`config.mk`:
```
export PLATFORM = sky130hd
export DESIGN_NAME = rdm_responder_unit
export DESIGN_NICKNAME = d
export VERILOG_FILES = /design/src/rdm_pkg.sv /design/src/rdm_rx.sv /design/src/rdm_resp.sv /design/src/rdm_responder_unit.sv
export SDC_FILE = /design/constraint.sdc
export NUM_CORES = 2
export LEC_CHECK = 0
export ABC_CLOCK_PERIOD_IN_PS = 9110
export CAP_MARGIN = 40
export CORE_ASPECT_RATIO = 0.6
export CORE_MARGIN = 3
export CORE_UTILIZATION = 50
export CTS_CLUSTER_DIAMETER = 40
export CTS_CLUSTER_SIZE = 20
export DETAILED_ROUTE_END_ITERATION = 6
export DONT_BUFFER_PORTS = 1
export SETUP_SLACK_MARGIN = 0.4
export SYNTH_ARGS = -nofsm -noshare
export SYNTH_HDL_FRONTEND = slang
export SYNTH_SLANG_ARGS = --single-unit
```
`constraint.sdc`:
```
create_clock -name clk -period 9.11 [get_ports clk]
set_clock_uncertainty 0.05 [all_clocks]
set_input_delay 1.822 -clock clk [delete_from_list [all_inputs] [get_ports clk]]
set_output_delay 1.822 -clock clk [all_outputs]
set_load 0.02 [all_outputs]
```
`src/rdm_pkg.sv`:
```
package rdm_pkg;

	localparam int RespBytes = 52;
	localparam int RespIdxW = $clog2(RespBytes);
	localparam int RomBytes = 64;
	localparam int RomIdxW = $clog2(RomBytes);

	localparam logic [7:0] SubStartRdm = 8'h01;
	localparam logic [7:0] CcGet = 8'h20;
	localparam logic [7:0] CcSet = 8'h30;
	localparam logic [7:0] CcGetResp = 8'h21;
	localparam logic [7:0] CcSetResp = 8'h31;
	localparam logic [7:0] RtAck = 8'h00;
	localparam logic [7:0] RtNack = 8'h02;
	localparam logic [15:0] NrUnknownPid = 16'h0000;
	localparam logic [15:0] NrFormat = 16'h0001;
	localparam logic [15:0] NrClass = 16'h0005;
	localparam logic [15:0] NrRange = 16'h0006;
	localparam logic [15:0] NrSubdev = 16'h0009;
	localparam logic [15:0] ChecksumSeed = 16'h00CC;
	localparam logic [9:0] MaxStartAddr = 10'd512;

	localparam logic [15:0] PidSupported = 16'h0050;
	localparam logic [15:0] PidDevInfo = 16'h0060;
	localparam logic [15:0] PidModel = 16'h0080;
	localparam logic [15:0] PidMfr = 16'h0081;
	localparam logic [15:0] PidSwLabel = 16'h00C0;
	localparam logic [15:0] PidPers = 16'h00E0;
	localparam logic [15:0] PidPersDesc = 16'h00E1;
	localparam logic [15:0] PidStartAddr = 16'h00F0;
	localparam logic [15:0] PidSlotInfo = 16'h0120;
	localparam logic [15:0] PidIdentify = 16'h1000;

	localparam logic [1:0] CfgMfr = 2'd0;
	localparam logic [1:0] CfgDev = 2'd1;
	localparam logic [1:0] CfgSw = 2'd2;
	localparam logic [1:0] CfgStart = 2'd3;

	typedef enum logic [4:0] {
		ST_RX    = 5'b00001,
		ST_BUILD = 5'b00010,
		ST_SUM   = 5'b00100,
		ST_TAIL  = 5'b01000,
		ST_SEND  = 5'b10000
	} state_t;

	typedef struct packed {
		logic [47:0] dest_uid;
		logic [47:0] src_uid;
		logic [7:0]  transaction_num;
		logic [7:0]  cmd_class;
		logic [15:0] sub_device_id;
		logic [15:0] pid_value;
		logic [7:0]  data_len;
		logic [15:0] data_head;
	} req_t;

	function automatic logic [7:0] label_rom(input logic [RomIdxW-1:0] a);
		logic [7:0] r;
		begin
			unique case (a)
				6'd0: r = "L";  6'd1: r = "i";  6'd2: r = "g";  6'd3: r = "h";
				6'd4: r = "t";  6'd5: r = " ";  6'd6: r = "T";  6'd7: r = "o";
				6'd8: r = "w";  6'd9: r = "e";  6'd10: r = "r"; 6'd11: r = "A";
				6'd12: r = "c"; 6'd13: r = "m"; 6'd14: r = "e"; 6'd15: r = "1";
				6'd16: r = "."; 6'd17: r = "0"; 6'd18: r = "D"; 6'd19: r = "e";
				6'd20: r = "f"; 6'd21: r = "a"; 6'd22: r = "u"; 6'd23: r = "l";
				6'd24: r = "t"; 6'd25: r = " "; 6'd26: r = "4"; 6'd27: r = "c";
				6'd28: r = "h";
				default: r = 8'h00;
			endcase
			return r;
		end
	endfunction

endpackage

```
`src/rdm_rx.sv`:
```
module rdm_rx import rdm_pkg::*; (
	input  logic       clk,
	input  logic       arst_n,
	input  logic       take,
	input  logic [7:0] rx_byte,
	input  logic       rx_last,
	output req_t       req,
	output logic [7:0] sub_start,
	output logic       frame_done,
	output logic       frame_long
);

	logic [7:0] count_q;
	req_t req_q;
	logic [7:0] sub_q;

	always_ff @(posedge clk or negedge arst_n) begin
		if (!arst_n) begin
			count_q <= '0;
			req_q <= '0;
			sub_q <= '0;
		end else if (take) begin
			if (count_q == 8'd0) begin
				sub_q <= rx_byte;
				req_q <= '0;
			end else if (count_q >= 8'd2 && count_q <= 8'd7)
				req_q.dest_uid <= {req_q.dest_uid[39:0], rx_byte};
			else if (count_q >= 8'd8 && count_q <= 8'd13)
				req_q.src_uid <= {req_q.src_uid[39:0], rx_byte};
			else if (count_q == 8'd14)
				req_q.transaction_num <= rx_byte;
			else if (count_q == 8'd17 || count_q == 8'd18)
				req_q.sub_device_id <= {req_q.sub_device_id[7:0], rx_byte};
			else if (count_q == 8'd19)
				req_q.cmd_class <= rx_byte;
			else if (count_q == 8'd20 || count_q == 8'd21)
				req_q.pid_value <= {req_q.pid_value[7:0], rx_byte};
			else if (count_q == 8'd22)
				req_q.data_len <= rx_byte;
			else if (count_q == 8'd23)
				req_q.data_head <= {rx_byte, 8'h00};
			else if (count_q == 8'd24)
				req_q.data_head <= {req_q.data_head[15:8], rx_byte};
			if (rx_last)
				count_q <= '0;
			else if (count_q != 8'hFF)
				count_q <= count_q + 8'd1;
		end
	end

	always_comb begin
		req = req_q;
		sub_start = sub_q;
		if (count_q == 8'd0) begin
			req = '0;
			sub_start = rx_byte;
		end else if (count_q >= 8'd2 && count_q <= 8'd7)
			req.dest_uid = {req_q.dest_uid[39:0], rx_byte};
		else if (count_q >= 8'd8 && count_q <= 8'd13)
			req.src_uid = {req_q.src_uid[39:0], rx_byte};
		else if (count_q == 8'd14)
			req.transaction_num = rx_byte;
		else if (count_q == 8'd17 || count_q == 8'd18)
			req.sub_device_id = {req_q.sub_device_id[7:0], rx_byte};
		else if (count_q == 8'd19)
			req.cmd_class = rx_byte;
		else if (count_q == 8'd20 || count_q == 8'd21)
			req.pid_value = {req_q.pid_value[7:0], rx_byte};
		else if (count_q == 8'd22)
			req.data_len = rx_byte;
		else if (count_q == 8'd23)
			req.data_head = {rx_byte, 8'h00};
		else if (count_q == 8'd24)
			req.data_head = {req_q.data_head[15:8], rx_byte};
	end

	assign frame_done = take && rx_last;
	assign frame_long = (count_q >= 8'd22);

endmodule

```
`src/rdm_resp.sv`:
```
module rdm_resp import rdm_pkg::*; (
	input  logic                clk,
	input  req_t                req,
	input  logic [15:0]         sw_rev,
	input  logic [9:0]          dmx_start,
	input  logic                ident,
	input  logic [RespIdxW-1:0] idx,
	output logic [7:0]          val,
	output logic [7:0]          pdl
);

	logic nack;
	logic set_c;
	logic [7:0] d0;
	logic [15:0] reason;
	logic [7:0] pd;
	logic [7:0] p;
	logic [7:0] hdr;
	logic [7:0] cc;

	assign set_c = (req.cmd_class == CcSet);
	assign d0 = req.data_head[15:8];

	always_comb begin
		nack = 1'b0;
		reason = NrUnknownPid;
		pdl = 8'd0;
		cc = set_c ? CcSetResp : CcGetResp;
		if (req.sub_device_id != 16'd0) begin
			nack = 1'b1; reason = NrSubdev;
		end else begin
			unique case (req.pid_value)
				PidSupported, PidDevInfo, PidModel, PidMfr, PidSwLabel, PidSlotInfo: begin
					if (set_c) begin
						nack = 1'b1; reason = NrClass;
					end else if (req.data_len != 8'd0) begin
						nack = 1'b1; reason = NrFormat;
					end
					unique case (req.pid_value)
						PidSupported: pdl = 8'd10;
						PidDevInfo:   pdl = 8'h13;
						PidModel:     pdl = 8'd11;
						PidMfr:       pdl = 8'd4;
						PidSwLabel:   pdl = 8'd3;
						default:      pdl = 8'd20;
					endcase
					cc = CcGetResp;
				end
				PidPers: begin
					if (set_c) begin
						if (req.data_len != 8'd1) begin
							nack = 1'b1; reason = NrFormat;
						end else if (d0 != 8'd1) begin
							nack = 1'b1; reason = NrRange;
						end
						pdl = 8'd0;
					end else begin
						if (req.data_len != 8'd0) begin
							nack = 1'b1; reason = NrFormat;
						end
						pdl = 8'd2;
					end
				end
				PidPersDesc: begin
					if (set_c) begin
						nack = 1'b1; reason = NrClass;
					end else if (req.data_len != 8'd1) begin
						nack = 1'b1; reason = NrFormat;
					end else if (d0 != 8'd1) begin
						nack = 1'b1; reason = NrRange;
					end
					pdl = 8'd14;
					cc = CcGetResp;
				end
				PidStartAddr: begin
					if (set_c) begin
						if (req.data_len != 8'd2) begin
							nack = 1'b1; reason = NrFormat;
						end else if (req.data_head == 16'd0 || req.data_head > 16'd512) begin
							nack = 1'b1; reason = NrRange;
						end
						pdl = 8'd0;
					end else begin
						if (req.data_len != 8'd0) begin
							nack = 1'b1; reason = NrFormat;
						end
						pdl = 8'd2;
					end
				end
				PidIdentify: begin
					if (set_c) begin
						if (req.data_len != 8'd1) begin
							nack = 1'b1; reason = NrFormat;
						end else if (d0 > 8'd1) begin
							nack = 1'b1; reason = NrRange;
						end
						pdl = 8'd0;
					end else begin
						if (req.data_len != 8'd0) begin
							nack = 1'b1; reason = NrFormat;
						end
						pdl = 8'd1;
					end
				end
				default: nack = 1'b1;
			endcase
		end
		if (nack) begin
			pdl = 8'd2;
			cc = (req.cmd_class == CcGet) ? CcGetResp : CcSetResp;
		end
	end

	assign p = 8'(idx - RespIdxW'(23));

	always_comb begin
		pd = 8'h00;
		if (nack)
			pd = (p == 8'd0) ? reason[15:8] : reason[7:0];
		else begin
			unique case (req.pid_value)
				PidSupported: begin
					unique case (p)
						8'd1: pd = 8'h80; 8'd3: pd = 8'h81; 8'd5: pd = 8'hE0;
						8'd7: pd = 8'hE1; 8'd8: pd = 8'h01; 8'd9: pd = 8'h20;
						default: pd = 8'h00;
					endcase
				end
				PidDevInfo: begin
					unique case (p)
						8'd0: pd = 8'h01; 8'd4: pd = 8'h01; 8'd5: pd = 8'h01;
						8'd8: pd = sw_rev[15:8]; 8'd9: pd = sw_rev[7:0];
						8'd11: pd = 8'h04; 8'd12: pd = 8'h01; 8'd13: pd = 8'h01;
						8'd14: pd = {6'd0, dmx_start[9:8]};
						8'd15: pd = dmx_start[7:0];
						default: pd = 8'h00;
					endcase
				end
				PidModel:   pd = label_rom(p[RomIdxW-1:0]);
				PidMfr:     pd = label_rom(RomIdxW'(p + 8'd11));
				PidSwLabel: pd = label_rom(RomIdxW'(p + 8'd15));
				PidSlotInfo: begin
					unique case (p)
						8'd6: pd = 8'h01; 8'd11: pd = 8'h02; 8'd16: pd = 8'h03;
						8'd3: pd = 8'h02; 8'd4: pd = 8'h05;
						8'd8: pd = 8'h02; 8'd9: pd = 8'h11;
						8'd13: pd = 8'h02; 8'd14: pd = 8'h06;
						8'd18: pd = 8'hFF; 8'd19: pd = 8'hFF;
						default: pd = 8'h00;
					endcase
				end
				PidPers:      pd = 8'h01;
				PidPersDesc: begin
					if (p == 8'd0) pd = 8'h01;
					else if (p == 8'd1) pd = 8'h00;
					else if (p == 8'd2) pd = 8'h04;
					else pd = label_rom(RomIdxW'(p + 8'd15));
				end
				PidStartAddr: pd = (p == 8'd0) ? {6'd0, dmx_start[9:8]} : dmx_start[7:0];
				PidIdentify:  pd = {7'd0, ident};
				default:      pd = 8'h00;
			endcase
		end
	end

	always_comb begin
		hdr = 8'h00;
		if (idx == RespIdxW'(0)) hdr = SubStartRdm;
		else if (idx == RespIdxW'(1)) hdr = 8'(pdl + 8'd24);
		else if (idx >= RespIdxW'(2) && idx <= RespIdxW'(7))
			hdr = req.src_uid[8*(7-idx[2:0]) +: 8];
		else if (idx >= RespIdxW'(8) && idx <= RespIdxW'(13))
			hdr = req.dest_uid[8*(13-idx) +: 8];
		else if (idx == RespIdxW'(14)) hdr = req.transaction_num;
		else if (idx == RespIdxW'(15)) hdr = nack ? RtNack : RtAck;
		else if (idx == RespIdxW'(19)) hdr = cc;
		else if (idx == RespIdxW'(20)) hdr = req.pid_value[15:8];
		else if (idx == RespIdxW'(21)) hdr = req.pid_value[7:0];
		else if (idx == RespIdxW'(22)) hdr = pdl;
		else if (idx >= RespIdxW'(23)) hdr = pd;
	end

	always_ff @(posedge clk) begin
		val <= hdr;
	end

endmodule

```
`src/rdm_responder_unit.sv`:
```
// RDM responder. Request bytes enter on start with rx_byte/rx_last, one word
// per accepted cycle, beginning at the sub-start code. Configuration goes
// through wr_en/wr_index/wr_data; writing register 3 also reloads the DMX
// start address (0 loads 1, above 512 loads 512).
// A request byte that is not the last is captured and the block stays idle.
// On the last byte the frame is decoded; a dropped, short or broadcast frame
// leaves the block idle, ready for the next byte in the following cycle. An
// answered frame builds the first L-1 response bytes (L = length byte) into a
// local buffer one byte a cycle through a shared byte generator, sums bytes
// 0..L-2 with a shared 16-bit adder, appends the two checksum bytes, then
// reads the buffer out and streams L+1 words on tx_valid, one per cycle,
// with tx_last on the final one. busy stays high after the last request
// byte until the readout ends, with L at most 44; the final word shows in
// the first cycle with busy low.
// identify_on and start_address show the current state at all times and
// already hold a set's result while its response streams.
// Reset clears the capture state, loads start address 1, identify off,
// and returns to idle. The receiver cannot stall; every word shows for
// exactly one cycle.
module rdm_responder_unit import rdm_pkg::*; (
	input  logic        clk,
	input  logic        arst_n,
	input  logic        start,
	output logic        busy,
	input  logic [7:0]  rx_byte,
	input  logic        rx_last,
	input  logic        wr_en,
	input  logic [1:0]  wr_index,
	input  logic [31:0] wr_data,
	output logic        tx_valid,
	output logic [7:0]  tx_byte,
	output logic        tx_last,
	output logic        identify_on,
	output logic [9:0]  start_address
);

	state_t state_q;
	logic take;
	req_t req_w;
	req_t req_q;
	logic [7:0] sub_w;
	logic frame_done, frame_long;
	logic [15:0] mfr_q, sw_q;
	logic [31:0] dev_q;
	logic [9:0] dmx_q;
	logic ident_q;
	logic [RespIdxW-1:0] idx_q;
	logic [RespIdxW-1:0] wr_idx_q;
	logic wr_pend_q;
	logic [7:0] gen_val, pdl;
	logic [7:0] mem_q [RespBytes];
	logic [7:0] rd_q;
	logic [7:0] len_q;
	logic [15:0] sum_q;
	logic own, bcast, apply;
	logic [9:0] wr_clip;
	logic [RespIdxW-1:0] rd_idx;

	assign take = start && !busy;
	assign busy = (state_q != ST_RX);

	rdm_rx u_rx (
		.clk, .arst_n, .take, .rx_byte, .rx_last,
		.req(req_w), .sub_start(sub_w), .frame_done, .frame_long
	);

	rdm_resp u_resp (
		.clk, .req(req_q), .sw_rev(sw_q), .dmx_start(dmx_q), .ident(ident_q),
		.idx(idx_q), .val(gen_val), .pdl
	);

	assign own = (req_w.dest_uid == {mfr_q, dev_q});
	assign bcast = (req_w.dest_uid == 48'hFFFF_FFFF_FFFF) ||
		(req_w.dest_uid == {mfr_q, 32'hFFFF_FFFF});
	assign apply = frame_done && frame_long && (sub_w == SubStartRdm) && (own || bcast);

	assign wr_clip = (wr_data[9:0] == 10'd0) ? 10'd1 :
		((wr_data[9:0] > MaxStartAddr) ? MaxStartAddr : wr_data[9:0]);

	always_ff @(posedge clk or negedge arst_n) begin
		if (!arst_n) begin
			mfr_q <= '0; dev_q <= '0; sw_q <= '0;
			dmx_q <= 10'd1; ident_q <= 1'b0;
		end else begin
			if (wr_en) begin
				unique case (wr_index)
					CfgMfr:   mfr_q <= wr_data[15:0];
					CfgDev:   dev_q <= wr_data;
					CfgSw:    sw_q <= wr_data[15:0];
					CfgStart: dmx_q <= wr_clip;
					default:  ;
				endcase
			end
			if (apply && req_w.sub_device_id == 16'd0 && req_w.cmd_class == CcSet) begin
				if (req_w.pid_value == PidStartAddr && req_w.data_len == 8'd2 &&
					req_w.data_head != 16'd0 && req_w.data_head <= 16'd512)
					dmx_q <= req_w.data_head[9:0];
				if (req_w.pid_value == PidIdentify && req_w.data_len == 8'd1 &&
					req_w.data_head[15:8] <= 8'd1)
					ident_q <= req_w.data_head[8];
			end
		end
	end

	always_ff @(posedge clk or negedge arst_n) begin
		if (!arst_n) begin
			state_q <= ST_RX;
			idx_q <= '0;
			wr_pend_q <= 1'b0;
			wr_idx_q <= '0;
			len_q <= '0;
			sum_q <= '0;
		end else begin
			unique case (state_q)
				ST_RX: begin
					if (apply && own) begin
						state_q <= ST_BUILD;
						idx_q <= '0;
						wr_pend_q <= 1'b0;
					end
				end
				ST_BUILD: begin
					wr_pend_q <= 1'b1;
					wr_idx_q <= idx_q;
					len_q <= 8'(pdl + 8'd24);
					if (idx_q == RespIdxW'(pdl + 8'd22)) begin
						state_q <= ST_SUM;
						idx_q <= '0;
						sum_q <= ChecksumSeed;
					end else
						idx_q <= idx_q + RespIdxW'(1);
				end
				ST_SUM: begin
					wr_pend_q <= 1'b0;
					if (idx_q > RespIdxW'(1) || (idx_q == RespIdxW'(1) && wr_pend_q == 1'b0))
						sum_q <= sum_q + {8'd0, rd_q};
					if (idx_q == RespIdxW'(len_q - 8'd1)) begin
						state_q <= ST_TAIL;
						idx_q <= '0;
					end else
						idx_q <= idx_q + RespIdxW'(1);
				end
				ST_TAIL: begin
					idx_q <= idx_q + RespIdxW'(1);
					if (idx_q == RespIdxW'(1)) begin
						state_q <= ST_SEND;
						idx_q <= '0;
					end
				end
				ST_SEND: begin
					idx_q <= idx_q + RespIdxW'(1);
					if (idx_q == RespIdxW'(len_q + 8'd1)) state_q <= ST_RX;
				end
				default: state_q <= ST_RX;
			endcase
		end
	end

	assign rd_idx = idx_q;

	always_ff @(posedge clk) begin
		if (wr_pend_q && state_q == ST_SUM && idx_q == RespIdxW'(0))
			mem_q[wr_idx_q] <= gen_val;
		else if (state_q == ST_BUILD && wr_pend_q)
			mem_q[wr_idx_q] <= gen_val;
		else if (state_q == ST_TAIL)
			mem_q[RespIdxW'(len_q + 8'(idx_q) - 8'd1)] <=
				(idx_q == RespIdxW'(0)) ? sum_q[15:8] : sum_q[7:0];
		rd_q <= mem_q[rd_idx];
	end

	always_ff @(posedge clk or negedge arst_n) begin
		if (!arst_n) begin
			tx_valid <= 1'b0;
			tx_last <= 1'b0;
		end else begin
			tx_valid <= (state_q == ST_SEND) && (idx_q != RespIdxW'(0));
			tx_last <= (state_q == ST_SEND) && (idx_q == RespIdxW'(len_q + 8'd1)) &&
				(idx_q != RespIdxW'(0));
		end
	end

	always_ff @(posedge clk) begin
		tx_byte <= rd_q;
	end

	always_ff @(posedge clk) begin
		req_q <= take ? req_w : req_q;
	end

	assign identify_on = ident_q;
	assign start_address = dmx_q;

endmodule

```
Word level (Yosys, flattened, before mapping)
Memory sizes are Yosys's and may differ from the RTL's. A register that Yosys moved wholly into a read port is not among the register bits.
Cells that the tools add are included.

storage, ports and cells
  register bits = 485
  bits in latches = 0
  memory bits (writable) = 416
  memories = 6
  logic and storage cells = 327
  input port bits = 47
  ROM bits = 1152

memory list
  name              depth  bits a word  rd ports  clocked after memory_dff  write ports  RTL line                  source
  mem_q             52     8            1         1                         1            rdm_responder_unit.sv:51  logic [7:0] mem_q [RespBytes];
  (name not given)  32     8            1         0                         0            rdm_resp.sv:143           unique case (p)
  (name not given)  32     7            1         0                         0            rdm_pkg.sv:61             unique case (a)
  (name not given)  32     7            1         0                         0            rdm_pkg.sv:61
  (name not given)  32     7            1         0                         0            rdm_pkg.sv:61
  (name not given)  32     7            1         0                         0            rdm_pkg.sv:61

cells by class
  shift-type cells = 2
  equal/unequal tests = 72
  add/subtract/negate cells = 14
  multiply operators = 0
  order comparisons = 16
  reductions and logical operators = 61
  mux-type cells = 121
  bitwise gates (word level) = 2
  divide/modulo/power cells = 0

operators by type and width
  operator              count
  $mux 8                37
  $mux 16               15
  $mux 168              1
  $mux 120              1
  $eq 16x8->1 const B   7
  $eq 48x48->1          2
  $mux 48               2
  $pmux 8 s6            2
  $shiftx 48x33->8      2
  $mux 40               2
  $pmux 16 s5           1
  $pmux 8 s10           1
  $mux 72               1
  $eq 8x4->1 const B    8
  $eq 8x5->1 const B    8
  $mux 64               1
  $mux 10               6
  $pmux 5 s5            2
  $eq 48x48->1 const B  1
  $mux 5                7
  $eq 16x13->1 const B  2
  $eq 16x7->1 const B   2
  $logic_not 16->1      2
  $pmux 16 s2           1
  other kinds (82)      174

Longest topological paths before layout
  depth in word-level cells = 19
  gate-level depth with buffers = 21
  depth with buffers taken out = 18

Hierarchy
From an unflattened synthesis, not the netlist that was laid out.

unflattened totals
  cells, all modules = 3255
  area, all modules = 42961.2 sq um

by module, submodules not included
  module              instances  area an instance (sq um)  seq. area each (sq um)  cells each
  rdm_responder_unit  1          28332.2                   20787.4                 1509
  rdm_rx              1          9520.4                    4604.4                  965
  rdm_resp            1          5108.6                    160.2                   781

Worst setup path after synthesis
Ideal clock, no wire load.

  path kind = input port to flip-flop
  start = input start
  end = register req_q[0] in the netlist's numbering, enable pin
  library setup time = 0.599 ns
  buffers on the path = 1
  path slack = 1.659 ns
  arrival = 6.802 ns
  stages on the path = 3
  cell sequence = nand2_1 -> inv_2 -> clkbuf_1

on the way
  cells in the longest elaborated chain, start to end = 1

ends and longest elaborated chain
  what                    RTL line                   source
  start: declaration      rdm_responder_unit.sv:23   input logic start,
  $logic_and 1x1->1       rdm_responder_unit.sv:59   assign take = start && !busy;
  named net take          rdm_responder_unit.sv:38   logic take;
  end signal: assignment  rdm_responder_unit.sv:188  req_q <= take ? req_w : req_q;
  end: declaration        rdm_responder_unit.sv:40   req_t req_q;

The timed path passes the listed nets, and every way through them passes these cells.
A chain may end at the register's enable or synchronous reset.

Worst setup path after layout
  start = register req_q[27] in the netlist's numbering
  end = register sum_q[7]

on the way
  cells in the longest elaborated chain, start to end = 9

ends and longest elaborated chain
  what                                      RTL line                        source
  $eq 16x8->1 (tied with other cells)       rdm_resp.sv:32, rdm_resp.sv:39
  $pmux 5 s5 (tied with other cells)        rdm_resp.sv:39                  unique case (req.pid_value)
  $pmux 8 s4 or $pmux 1 s5 (tied branches)  rdm_resp.sv:32                  unique case (req.pid_value)
  $mux 8 or $mux 1 (tied branches)          rdm_resp.sv:29                  if (req.sub_device_id != 16'd0) begin
  $mux 8 (*)                                rdm_resp.sv:108                 if (nack) begin
  $add 6x5->6 (*)                           rdm_responder_unit.sv:126       if (idx_q == RespIdxW'(pdl + 8'd22)) begin
  $eq 6x6->1 (*)                            rdm_responder_unit.sv:126
  $ne 2x2->1 (no source line) (*)           n/a
  $reduce_and 3->1 (no source line) (*)     n/a
  end signal: assignment                    rdm_responder_unit.sv:129       sum_q <= ChecksumSeed;
  end signal: assignment                    rdm_responder_unit.sv:136       sum_q <= sum_q + {8'd0, rd_q};
  end: declaration                          rdm_responder_unit.sv:54        logic [15:0] sum_q;

Every way passes the cells marked *; elsewhere a longest branch is shown, timed or not.

==> summary.md <==
| Metric | Value |
|---|---|
| PwrDens | 181.7 mW/mm² |
| Detailed Routing Iterations Pass 1 | 6 |
| Total placed cells including tap cells | 4562 |
| CTS tree | built |
| Routed len/inst | 26.38 µm |
| Final hold vios | 0 |
| Sink Count | 909 |
| Critical Path RT | 9.62 ns |
| I/O pin count | 69 |
| Port-buffer cells | 0 |
| Synth Area per Inst | 12.06 µm² |
| Final min period | 5.534 ns |
| Routed WL | 125.1 mm |
| First-pass GRT wire length | 184.4 mm |
| Outcome | completed |
| Post-synth ARST share | 33.11% |
| RSZ-0062 raised after global routing | false |
| Total gr overflow | 0 |
| Mapped Cells | 3573 |
| Nature of the critical path startpoint | register |
| Final antenna-violating net count | 0 |
| Skew-Pair Late Insertion Delay | 0.70 ns |
| Total negative setup slack | 0 ns |
| Hold Path Depth | 0 |
| Critical path class | register to register |
| Fin nets | 3628 |
| Synth Flop Type | edfxtp_1 |
| Cell Rows | 82 |
| Max Cap Viol | 0 |
| Core ar. | 0.08444 mm² |
| CTS clock-pin slew for the worst setup and hold paths | 0.07 ns |
| Via total after detailed routing | 29.86k |
| Worst Hold Class | register to register |
| R2r worst-path depth | 16 |
| Yosys top cell by area | edfxtp_1 |
| Synth top area share | 40.70% |
| ANT cells | 0 |
| Largest net degree at the start of global routing | 302 |
| Post-CTS setup buffers | 0 |
| Relative slew slack | 9.529% |
| Sequential fraction of the synthesis area | 59.31% |
| DRC violations left | 0 |
| Synth area leaders | edfxtp_1 41%, dfrtp_1 17%, mux4_2 7.3% |
| Area of the multi-input gates | 0.01653 mm² |
| CTS Hold Bufs | 0 |
| Die width | 385.0 µm |
| Vias in the first global route | 27.45k |
| RePlAce Congestion | 0.9878 |
| Worst VDD drop | 0.0001468 V |
| Root Buffer | clkbuf_16 |
| Full die area | 0.08984 mm² |
| Max-slew violations | 0 |
| Library cells used by synthesis | 103 |
| Initial antenna violation count | 5 |
| Critical Path Sink Type | register |
| Number of synthesized flops with an enable pin | 584 |
| Die height | 233.4 µm |
| Synth warn | 0 |
| Post-DP HPWL | 86.74 mm |
| Total GRT Usage | 27.84% |
| Fill cell count | 6868 |
| Final setup vio count | 0 |
| Initial Util | 51.03% |
| Vias per Instance | 6.299 |
| Deepest clock path buffer count | 3 |
| Final Non-Filler Cells | 4741 |
| Fmax | 180.7 MHz |
| Period Utilization, post-route | 60.74% |
| Num CTS Buffers | 92 |
| Drt initial violations | 4013 |
| Least-Margin Pin Slew | 1.357 ns |
| Post-Synthesis Cell Area | 0.04309 mm² |
| Max FO, Critical Path | 11 |
| H-tree levels | 3 |
| Sequential Area | 0.02556 mm² |
| Syn Nets | 3673 |
| Syn-to-layout area delta | 10.86% |
| Worst EP arrival | 6.04 ns |
| Leakage power | 18.19 nW |
| Cts repair resizes | 0 |
| Layout cells sized above 1 | 14.94% |
| Yosys reg bits | 909 |
[metrics by stage]
step / instance area (µm²) / util, % / power [W] / setup WS [ns] / hold WS, ns
floorplan: 43090 / - / 0.004641 / 1.659 / 0.2868
global placement: 44170 / 52.31 / 0.004688 / 3.618 / 0.3556
detailed placement: 44400 / 52.58 / 0.004693 / 3.667 / 0.3568
CTS: 47700 / 56.49 / 0.008744 / 3.704 / 0.3619
global route: 47760 / 56.57 / 0.008921 / 3.130 / 0.3572
finish: 47760 / 56.57 / 0.008678 / 3.576 / 0.3532
[kinds of logic (layout without fill, tap and decap cells)]
group                      count (synthesis)  after routing  synth area share, %
xor gates and xnor gates                  94             94                1.911
DFF                                      909            909                59.31
adders and majority gates                 53             53                1.574
and+or+nand+nor                         1329           1329                13.97
AOI/OAI and AO/OA                        564            564                8.541
muxes                                    334            334                12.08
buffers and inverters                    290            324                2.622
[worst max-delay path, stage by stage (launching register included)]
cell      delay (ns)
edfxtp_1        0.47
nor4_1          0.45
and3_1          0.52
nand3_1         0.47
a211oi_1        0.66
nor3_1          0.14
nand2_1         0.13
ha_1            0.19
xor2_1          0.22
nand2_1         0.10
or3_1           0.31
o21ai_0         0.08
a31oi_1         0.12
or3b_4          0.43
a211oi_4        0.44
a21oi_2         0.24
mux2_1          0.37
[final timing paths]
path                                 from          to  slack, ns
worst max register to register  req_q[27]    sum_q[7]       3.58
worst max-delay path            req_q[27]    sum_q[7]       3.58
worst min register to register    rd_q[4]  tx_byte[4]       0.35
max in group asynchronous          arst_n    idx_q[1]       6.95
worst min-delay path              rd_q[4]  tx_byte[4]       0.35
min in group asynchronous          arst_n    sw_q[10]       0.83
[state kept, by name, summed over array words and instances (netlist names), 10 cells and up]
register and flops:
mem_q 416, u_rx.req_q 168, req_q 168, sw_q 16, sum_q 16, mfr_q 16, dev_q 32, start_address 10
[where the power goes]
| part | switching [W] | internal, W |
|---|---|---|
| clock | 0.00183 | 0.00224 |
| combinational | 0.0000473 | 0.0000758 |
| sequential | 0.0000778 | 0.00441 |
| total | 0.00196 | 0.00672 |
[synthesized netlist by cell type, types with 6 or more instances]
master,number
o221ai_1,7
a22o_1,35
a211oi_1,13
xnor2_1,54
nand2_1,732
ha_1,51
nand3_1,81
o211ai_1,22
nand2b_1,22
a2111oi_0,8
or4_1,6
nor4_1,46
o2111ai_1,6
and3_1,17
buf_1,28
dfrtp_1,299
o21a_1,10
nand4_1,34
a21o_1,11
dfxtp_1,24
and2_1,11
nand3b_1,13
edfxtp_1,584
nor3_1,49
or2_2,17
nor3b_1,9
or3_1,15
a21oi_1,140
buf_2,18
clkbuf_1,163
nor2_1,217
o31ai_1,13
inv_1,73
a31oi_1,21
o22ai_1,12
o21ai_0,150
nor2b_1,19
mux2i_1,106
a221oi_1,14
xor2_1,40
a22oi_1,40
mux2_2,86
mux4_2,140
[metal layers]
| layer | part of all wire [%] | vias up | global-route usage (%) |
|---|---|---|---|
| met3 | 12 | 131 | 8.463 |
| met5 | 0 | - | 0 |
| met1 | 49 | 15225 | 46.99 |
| met2 | 38 | 1416 | 34.44 |
| met4 | 1.5 | 0 | 5.011 |
| li1 | - | 13090 | - |
[final cells by class]
class,instances,area share [%]
inverters,77,0.6208
multi-input cells,2374,34.60
repair buffers,74,1.380
well taps,1134,2.971
clock inverters,73,1.917
flip-flops and latches,909,53.51
clock buffers,100,4.993
[cell usage in the layout (no fill, tap or decap), types with 14 or more instances in the layout]
master and n:
nand2_1 731, edfxtp_1 584, dfrtp_1 296, nor2_1 217, o21ai_0 142, a21oi_1 140, mux4_2 140, mux2i_1 106
clkbuf_16 94, mux2_2 86, nand3_1 80, inv_1 73, buf_4 63, xnor2_1 54, ha_1 51, nor3_1 48
nor4_1 46, xor2_1 40, a22oi_1 40, a22o_1 35, nand4_1 34, dfxtp_1 24, nand2b_1 22, o211ai_1 22
a31oi_1 21, inv_6 20, nor2b_1 19, or2_2 17, and3_1 16, or3_1 15, inv_8 14, a221oi_1 14
Note: power is estimated with default switching activity, not from simulation.
